==> src/hdl/tmm_pkg.sv <==
package tmm_pkg;

  // operating modes, also the run select codes for the four treatment modules
  typedef enum logic [2:0] {
    MODE_IDLE = 3'd0,
    MODE_RF   = 3'd1,
    MODE_SW   = 3'd2,
    MODE_PH   = 3'd3,
    MODE_US   = 3'd4,
    MODE_ERR  = 3'd5
  } mode_e;

  // probe codes as reported by the probe sense lines
  localparam logic [2:0] PROBE_NONE = 3'd0;
  localparam logic [2:0] PROBE_US   = 3'd1;
  localparam logic [2:0] PROBE_SW   = 3'd2;
  localparam logic [2:0] PROBE_RF   = 3'd3;
  localparam logic [2:0] PROBE_PH   = 3'd4;
  localparam logic [2:0] PROBE_ERR  = 3'd5;

  // configuration register indexes
  localparam int unsigned CfgAddrW = 2;
  localparam int unsigned CfgDataW = 11;
  localparam logic [CfgAddrW-1:0] CFG_FAN_ON  = 2'd0;
  localparam logic [CfgAddrW-1:0] CFG_FAN_OFF = 2'd1;
  localparam logic [CfgAddrW-1:0] CFG_DB_LIM  = 2'd2;

  // configuration reset values
  localparam logic [10:0] FAN_ON_RST  = 11'd850;
  localparam logic [10:0] FAN_OFF_RST = 11'd800;
  localparam logic [7:0]  DB_LIM_RST  = 8'd5;

  // temp = avg * 1000 / 3300 = (avg * 10) / 33, done as multiply by 2^21/33 rounded up
  localparam int unsigned TempShift = 21;
  localparam logic [15:0] TEMP_RECIP = 16'd63551;

  typedef struct packed {
    logic [2:0]  raw_probe;
    logic        foot_closed;
    logic        temp_sample;
    logic [11:0] sensor_a_mv;
    logic [11:0] sensor_b_mv;
    logic [3:0]  wait_return;
  } tmm_in_t;

  typedef struct packed {
    logic [2:0]  mode;
    logic [2:0]  probe_now;
    logic        fan_drive;
    logic        foot_now;
    logic [2:0]  run_select;
    logic [3:0]  reset_pulse;
    logic [10:0] pcb_temp;
  } tmm_out_t;

  // mode chosen from idle by the debounced probe
  function automatic mode_e mode_for_probe(logic [2:0] probe);
    mode_e m;
    case (probe)
      PROBE_US: m = MODE_US;
      PROBE_SW: m = MODE_SW;
      PROBE_RF: m = MODE_RF;
      PROBE_PH: m = MODE_PH;
      PROBE_ERR: m = MODE_ERR;
      default: m = MODE_IDLE;
    endcase
    return m;
  endfunction

endpackage

==> src/hdl/tmm_if.sv <==
interface tmm_in_if;
  import tmm_pkg::*;
  logic    valid;
  logic    ready;
  tmm_in_t data;
  modport source (output valid, output data, input ready);
  modport sink (input valid, input data, output ready);
endinterface

interface tmm_out_if;
  import tmm_pkg::*;
  logic     valid;
  logic     ready;
  tmm_out_t data;
  modport source (output valid, output data, input ready);
  modport sink (input valid, input data, output ready);
endinterface

interface tmm_cfg_if;
  import tmm_pkg::*;
  logic                valid;
  logic                ready;
  logic [CfgAddrW-1:0] addr;
  logic [CfgDataW-1:0] wdata;
  modport source (output valid, output addr, output wdata, input ready);
  modport sink (input valid, input addr, input wdata, output ready);
endinterface

==> src/hdl/treatment_mode_manager.sv <==
// Treatment mode manager: takes one task tick per transfer on in_i and returns one result per
// tick on out_o. A tick can be accepted every clock cycle unless back pressure stalls it; each
// tick passes through the input register, then the result register where the probe debounce,
// fan hysteresis and mode machine state are updated together with the result. Back pressure
// on out_o stalls the input once both registers hold data. Configuration writes on cfg_i are
// always taken and must only be issued while no tick is in flight; writes to an index past
// the debounce limit are dropped.
module treatment_mode_manager (
  input  logic clk_i,
  input  logic rst_ni,
  tmm_in_if.sink    in_i,
  tmm_out_if.source out_o,
  tmm_cfg_if.sink   cfg_i
);
  import tmm_pkg::*;

  // configuration registers
  logic [10:0] fan_on_q, fan_off_q;
  logic [7:0]  db_lim_q;

  // pipeline control
  logic    s1_valid_q, out_valid_q;
  tmm_in_t s1_q;
  tmm_out_t out_q, out_d;
  logic    adv2, s2_fire, in_ready;

  // block state
  mode_e       mode_q, mode_d;
  logic [2:0]  stable_q, stable_d, pending_q, pending_d;
  logic [7:0]  count_q, count_d;
  logic        fan_q, fan_d;
  logic        foot_q;
  logic [10:0] temp_q, temp_d, temp_calc;

  logic [7:0]  count_inc;
  mode_e       mode_pre;
  logic [2:0]  run_sel;

  assign cfg_i.ready = 1'b1;

  // config writes
  always_ff @(posedge clk_i or negedge rst_ni) begin
    if (!rst_ni) begin
      fan_on_q  <= FAN_ON_RST;
      fan_off_q <= FAN_OFF_RST;
      db_lim_q  <= DB_LIM_RST;
    end else if (cfg_i.valid) begin
      case (cfg_i.addr)
        CFG_FAN_ON:  fan_on_q  <= cfg_i.wdata;
        CFG_FAN_OFF: fan_off_q <= cfg_i.wdata;
        CFG_DB_LIM:  db_lim_q  <= cfg_i.wdata[7:0];
        default: ;
      endcase
    end
  end

  // handshake chain
  assign adv2     = !out_valid_q || out_o.ready;
  assign in_ready = !s1_valid_q || adv2;
  assign s2_fire  = s1_valid_q && adv2;
  assign in_i.ready  = in_ready;
  assign out_o.valid = out_valid_q;
  assign out_o.data  = out_q;

  // input register
  always_ff @(posedge clk_i or negedge rst_ni) begin
    if (!rst_ni) begin
      s1_valid_q <= 1'b0;
    end else if (in_ready) begin
      s1_valid_q <= in_i.valid;
    end
  end

  always_ff @(posedge clk_i) begin
    if (in_ready && in_i.valid) begin
      s1_q <= in_i.data;
    end
  end

  tmm_temp u_temp (
    .sensor_a_mv_i (s1_q.sensor_a_mv),
    .sensor_b_mv_i (s1_q.sensor_b_mv),
    .temp_o        (temp_calc)
  );

  // probe debounce
  assign count_inc = (count_q == 8'hFF) ? count_q : count_q + 8'd1;

  always_comb begin
    stable_d  = stable_q;
    pending_d = pending_q;
    count_d   = count_q;
    if (s1_q.raw_probe == stable_q) begin
      count_d = '0;
    end else if (s1_q.raw_probe == pending_q) begin
      if (count_inc >= db_lim_q) begin
        stable_d  = s1_q.raw_probe;
        pending_d = s1_q.raw_probe;
        count_d   = '0;
      end else begin
        count_d = count_inc;
      end
    end else begin
      pending_d = s1_q.raw_probe;
      count_d   = 8'd1;
    end
  end

  // board temperature and fan hysteresis
  always_comb begin
    temp_d = temp_q;
    fan_d  = fan_q;
    if (s1_q.temp_sample) begin
      temp_d = temp_calc;
      if (temp_calc > fan_on_q) begin
        fan_d = 1'b1;
      end else if (temp_calc < fan_off_q) begin
        fan_d = 1'b0;
      end
    end
  end

  // mode machine, wait-return forces idle and idle is evaluated in the same tick
  always_comb begin
    mode_pre = (s1_q.wait_return != 4'd0) ? MODE_IDLE : mode_q;
    mode_d   = mode_pre;
    run_sel  = 3'd0;
    case (mode_pre)
      MODE_IDLE: mode_d = mode_for_probe(stable_d);
      MODE_RF, MODE_SW, MODE_PH, MODE_US: run_sel = mode_pre;
      default: ;
    endcase
  end

  // result
  always_comb begin
    out_d.mode        = mode_d;
    out_d.probe_now   = stable_d;
    out_d.fan_drive   = fan_d;
    out_d.foot_now    = s1_q.foot_closed;
    out_d.run_select  = run_sel;
    out_d.reset_pulse = s1_q.wait_return;
    out_d.pcb_temp    = temp_d;
  end

  // state and result register
  always_ff @(posedge clk_i or negedge rst_ni) begin
    if (!rst_ni) begin
      out_valid_q <= 1'b0;
      mode_q      <= MODE_IDLE;
      stable_q    <= PROBE_NONE;
      pending_q   <= PROBE_NONE;
      count_q     <= '0;
      fan_q       <= 1'b0;
      foot_q      <= 1'b0;
      temp_q      <= '0;
    end else begin
      if (adv2) begin
        out_valid_q <= s1_valid_q;
      end
      if (s2_fire) begin
        mode_q    <= mode_d;
        stable_q  <= stable_d;
        pending_q <= pending_d;
        count_q   <= count_d;
        fan_q     <= fan_d;
        foot_q    <= s1_q.foot_closed;
        temp_q    <= temp_d;
      end
    end
  end

  always_ff @(posedge clk_i) begin
    if (s2_fire) begin
      out_q <= out_d;
    end
  end

  // a pending count only exists while the pending code differs from the committed one
  a_count_pending: assert property (@(posedge clk_i) disable iff (!rst_ni)
    (count_q != 8'd0) |-> (pending_q != stable_q))
    else $error("debounce count set while pending equals stable");

  // a module sent back to init is never run in the same tick
  a_reset_no_run: assert property (@(posedge clk_i) disable iff (!rst_ni)
    (out_valid_q && out_q.reset_pulse != 4'd0) |-> (out_q.run_select == 3'd0))
    else $error("module run in a tick with a wait-return");

  // the module that runs is the one of the current mode
  a_run_matches: assert property (@(posedge clk_i) disable iff (!rst_ni)
    (out_valid_q && out_q.run_select != 3'd0) |-> (out_q.run_select == out_q.mode))
    else $error("run select disagrees with mode");

  // committed probe only moves when a tick is processed
  a_stable_hold: assert property (@(posedge clk_i) disable iff (!rst_ni)
    !s2_fire |=> $stable(stable_q) && $stable(mode_q))
    else $error("state changed without a processed tick");

  // foot latch tracks the result of the last processed tick
  a_foot_out: assert property (@(posedge clk_i) disable iff (!rst_ni)
    out_valid_q |-> (out_q.foot_now == foot_q))
    else $error("foot output differs from latched foot state");

endmodule

==> src/hdl/tmm_temp.sv <==
module tmm_temp (
  input  logic [11:0] sensor_a_mv_i,
  input  logic [11:0] sensor_b_mv_i,
  output logic [10:0] temp_o
);
  import tmm_pkg::*;

  logic [12:0] sum;
  logic [11:0] avg;
  logic [15:0] avg_x10;
  logic [31:0] prod;

  // average of the two sensors, truncated
  assign sum = {1'b0, sensor_a_mv_i} + {1'b0, sensor_b_mv_i};
  assign avg = sum[12:1];

  // scale by ten with shifts, then divide by 33 through the reciprocal
  assign avg_x10 = {1'b0, avg, 3'b000} + {3'b000, avg, 1'b0};
  assign prod    = {16'd0, avg_x10} * {16'd0, TEMP_RECIP};
  assign temp_o  = prod[TempShift +: 11];

endmodule

==> src/flat_wrapper.sv <==
// flat-port wrapper written by rule: the top's interface ports become plain ports
module treatment_mode_manager_flat import tmm_pkg::*;
  (clk_i, rst_ni, in_i_valid, in_i_data, in_i_ready, out_o_valid, out_o_data, out_o_ready, cfg_i_valid, cfg_i_addr, cfg_i_wdata, cfg_i_ready);
  tmm_in_if in_i_i ();
  tmm_out_if out_o_i ();
  tmm_cfg_if cfg_i_i ();
  input  logic clk_i;
  input  logic rst_ni;
  input wire logic [$bits(in_i_i.valid)-1:0] in_i_valid;
  input wire logic [$bits(in_i_i.data)-1:0] in_i_data;
  output wire logic [$bits(in_i_i.ready)-1:0] in_i_ready;
  output wire logic [$bits(out_o_i.valid)-1:0] out_o_valid;
  output wire logic [$bits(out_o_i.data)-1:0] out_o_data;
  input wire logic [$bits(out_o_i.ready)-1:0] out_o_ready;
  input wire logic [$bits(cfg_i_i.valid)-1:0] cfg_i_valid;
  input wire logic [$bits(cfg_i_i.addr)-1:0] cfg_i_addr;
  input wire logic [$bits(cfg_i_i.wdata)-1:0] cfg_i_wdata;
  output wire logic [$bits(cfg_i_i.ready)-1:0] cfg_i_ready;
  assign in_i_i.valid = in_i_valid;
  assign in_i_i.data = in_i_data;
  assign in_i_ready = in_i_i.ready;
  assign out_o_valid = out_o_i.valid;
  assign out_o_data = out_o_i.data;
  assign out_o_i.ready = out_o_ready;
  assign cfg_i_i.valid = cfg_i_valid;
  assign cfg_i_i.addr = cfg_i_addr;
  assign cfg_i_i.wdata = cfg_i_wdata;
  assign cfg_i_ready = cfg_i_i.ready;
  treatment_mode_manager u_core (.clk_i(clk_i), .rst_ni(rst_ni), .in_i(in_i_i), .out_o(out_o_i), .cfg_i(cfg_i_i));
endmodule
==> config.mk <==
export PLATFORM = sky130hd
export DESIGN_NAME = treatment_mode_manager_flat
export DESIGN_NICKNAME = d
export VERILOG_FILES = /design/src/hdl/tmm_pkg.sv /design/src/hdl/tmm_if.sv /design/src/hdl/treatment_mode_manager.sv /design/src/hdl/tmm_temp.sv /design/src/flat_wrapper.sv
export SDC_FILE = /design/constraint.sdc
export NUM_CORES = 1
export LEC_CHECK = 0
export ABC_AREA = 1
export BUFFER_PORTS_ARGS = -buffer_cell sky130_fd_sc_hd__buf_2
export CAP_MARGIN = 20
export CORE_UTILIZATION = 55
export DETAILED_ROUTE_END_ITERATION = 8
export PLACE_DENSITY_LB_ADDON = 0.15
export SYNTH_ARGS = -nofsm -noshare
export SYNTH_HDL_FRONTEND = slang
export SYNTH_SLANG_ARGS = --single-unit
==> constraint.sdc <==
create_clock -name clk_i -period 10.44 [get_ports clk_i]
set_clock_uncertainty 0.1 [all_clocks]
set_input_delay 0.522 -clock clk_i [delete_from_list [all_inputs] [get_ports clk_i]]
set_output_delay 0.522 -clock clk_i [all_outputs]
set_load 0.01 [all_outputs]
==> impl_metrics.csv <==
group,metric,value,unit
route,drt_wl_total,25.39,mm
timing,finalSetupViolCount,0,
timing,slew_violations,0,
timing,rsz0062_at_grt,"false",
synthesis,avgSynthCellArea,8.695,um2
cells_and_area,diodes,0,
cts,cts.sinks,120,
cells_and_area,drive_gt1_frac,0.1060,
worst_setup_path,r2r-end,"u_core.out_o.data[19]$_DFFE_PP_",
cts,cts_buffer_depth,2,
route,ant_nets,0,
floorplan,ios,80,
hold_path,min-delay-path-class,"input port to asynchronous set/reset pin",
synthesis,synthArstFlopShare,0.5083,
timing,min_period,9.554,ns
worst_setup_path,critPathMaxFanout,5,
worst_setup_path,worstSetupEndpointType,"flip-flop",
route,dr_wl_met2,11.65,mm
synthesis,synth_top_area_frac,0.1821,
worst_setup_path,cp-startpoint,"u_core.s1_q[5]$_DFFE_PP_",
timing,setup_tns,0,ns
timing,hold_slack,0.1687,ns
route,drtPass1Iterations,5,
cts,postCtsHoldBufs,0,
cells_and_area,fillers,1771,
synthesis,yosysUniqueCellTypes,48,
worst_setup_path,arrival,9.61,ns
worst_setup_path,r2r_slack,0.89,ns
floorplan,start_util,0.5636,
timing,min_period_over_period,0.9151,
worst_setup_path,crit_path_max_incr_delay,0.55,ns
route,drcViolationCount,0,
synthesis,synth_edf_count,59,
job,cap_violations,0,
synthesis,ys_top_cells_by_area,"ha_1 (18%), fa_1 (16%), edfxtp_1 (15%)",
synthesis,seq_area_frac_synth,0.2885,
status,status,"complete, no violations",
cts,clock-root-buffer,"clkbuf_16",
route,drt_iter0_markers,475,
timing,worst_pin_slew,0.7986,ns
synthesis,yosysWarnings,0,
cts,cts_tree,"yes",
synthesis,synth-seq-cells,120,
route,viasPerCell,5.195,
synthesis,synth.most_common_cell,"inv_1",
route,dr_wl_met3,1.156,mm
route,wl_per_cell,14.98,um
cells_and_area,final_area,12780,um2
cts,h-tree-depth,4,
cells_and_area,area_growth_syn_to_layout,11.37,%
cts,cts_buffers,17,
timing,fmax,104.7,MHz
timing,slew_headroom,0.4676,
worst_setup_path,start_kind,"flip-flop",
placement,io_buffer_count,78,
synthesis,syn-instance-count,1320,
worst_setup_path,cpMostUsedCell,"nand2_1",
grt,gr-total-overflow,0,
cells_and_area,final_util,0.6277,
worst_setup_path,reg2reg_from,"u_core.s1_q[5]$_DFFE_PP_",
floorplan,rows,52,
cells_and_area,finalNetCount,1720,
grt,track_usage,0.2553,
placement,dpl.hpwl,21.19,mm
worst_setup_path,worstPathRequired,10.49,ns
floorplan,coreArea,20360,um2
grt,grt_pass1_vias,8683,
grt,grt_max_degree,62,
worst_setup_path,r2r_cells,47,
route,m1WireLength,12.31,mm
worst_setup_path,crit_slowest_cell,"fa_1",
grt,grt_pass1_wl,42.76,mm
floorplan,die_w,146.5,um
cts,clk_pin_slew,0.05,ns
synthesis,yosys.area.top_type,"ha_1",
route,top_layer_used,"met4",
worst_setup_path,endpoint,"u_core.out_o.data[19]$_DFFE_PP_",
worst_setup_path,path_class,"flip-flop to flip-flop",
timing,hold_violations,0,
floorplan,die_height,146.5,um
placement,globalplace.congestion,0.9576,
placement,dpl_cell_area,12210,um2
grt,antenna_found_initial,0,
cts,clk-insertion-delay-late,0.42,ns
synthesis,synth_nets,1628,
synthesis,syn_area,11480,um2
route,vias,8805,
synthesis,synthFlopType,"edfxtp_1",
floorplan,dieArea,21450,um2
synthesis,synth_commonest_cells,"inv_1 (336), nand2_1 (231), ha_1 (167), fa_1 (90), o21ai_0 (80)",
==> sequential cells by signal (all words and copies together) (netlist names) <==
name	cells
u_core.count_q	8
u_core.db_lim_q	8
u_core.s1_q	28
u_core.fan_on_q	11
u_core.fan_off_q	11
u_core.out_o.valid	1
u_core.out_o.data	26
u_core.temp_q	11
u_core.out_d	5
u_core.s1_valid_q	1
u_core.mode_q	3
u_core.fan_q	1
u_core.stable_q	3
u_core.pending_q	3
==> cells in the final DEF (no fill, tap or decap), types with 6 or more instances in the layout <==
| cell | synthesis | routed |
|---|---|---|
| and2_1 | 7 | 7 |
| fa_1 | 90 | 90 |
| dfrtp_1 | 51 | 51 |
| nor2_1 | 42 | 41 |
| xor2_1 | 23 | 22 |
| a21o_1 | 7 | 7 |
| nand2_1 | 231 | 231 |
| nor3_1 | 14 | 14 |
| clkbuf_16 | 0 | 19 |
| a31oi_1 | 10 | 10 |
| o21ai_0 | 80 | 80 |
| xnor2_1 | 9 | 9 |
| ha_1 | 167 | 167 |
| buf_2 | 0 | 78 |
| buf_4 | 1 | 6 |
| dfstp_2 | 10 | 10 |
| edfxtp_1 | 59 | 59 |
| nand3_1 | 50 | 50 |
| inv_1 | 336 | 335 |
| nand4_1 | 8 | 8 |
| a21oi_1 | 60 | 60 |
==> routing by layer <==
layer / GRT usage / vias up
li1: - / 4363
met1: 0.3643 / 4204
met2: 0.4148 / 216
met3: 0.03594 / 22
met4: 0.05365 / 0
met5: 0 / -
==> cells by family (layout without fill, tap and decap cells) <==
kind of cell             Yosys count  count (layout)  synth area share
AO/OA/AOI/OAI                    184             184           0.08907
adder cells (fa/ha/maj)          257             257            0.3390
buffers and inverters            350             455            0.1150
flip-flops                       120             120            0.2885
other                              1               1         0.0003267
AND/OR/NAND/NOR                  374             374            0.1408
XOR/XNOR                          34              34           0.02725
==> final cells by class <==
type	instances	area, um2	area share
clock buffer	22	496.7	0.03886
clock inverter	10	65.06	0.005090
inverter	339	1275	0.09974
multi-input combinational	850	6862	0.5368
sequential	120	3311	0.2590
tap	270	337.8	0.02643
timing repair buffer	84	435.4	0.03406
==> how the worst min path moves through the flow <==
stage	from	to	slack [ns]	cells past startpoint
2_1_floorplan	rst_ni	u_core.count_q[0]$_DFFE_PN0P_	0.13	0
3_3_place_gp	u_core.out_d[18]$_DFFE_PP_	u_core.out_o.data[18]$_DFFE_PP_	0.30	0
3_5_place_dp	u_core.out_d[18]$_DFFE_PP_	u_core.out_o.data[18]$_DFFE_PP_	0.33	0
4_1_cts	in_i_data[1]	u_core.out_d[12]$_DFFE_PP_	0.17	1
5_1_grt	in_i_data[22]	u_core.s1_q[22]$_DFFE_PP_	0.17	1
6_report	rst_ni	u_core.mode_q[2]$_DFFE_PN0P_	0.17	2
==> critical path: cells and delay by family, from the launching register on <==
family	cells	cell delay, ns
AOI/OAI and AO/OA	10	1.78
xor gates and xnor gates	2	0.36
adders and majority gates	10	4.30
buffers and inverters	9	0.59
DFF	1	0.35
and+or+nand+nor	16	1.77
==> per-stage QoR <==
stage / setup slack [ns] / std cells
2_1_floorplan: 1.561 / 1320
4_1_cts: 0.5762 / 1695
3_3_place_gp: 0.7669 / 1663
5_1_grt: 0.08461 / 1695
6_report: 0.8862 / 1695
3_5_place_dp: 0.5694 / 1663
==> timing repair <==
action                                  in CTS  in global routing
setup buffers                                0                  0
endpoints found under the setup margin       0                  2
resized for setup                            0                  3
Power is left out: the tool's default activity adds up to more than one toggle a clock period on the data nets, which glitch-free logic cannot reach.
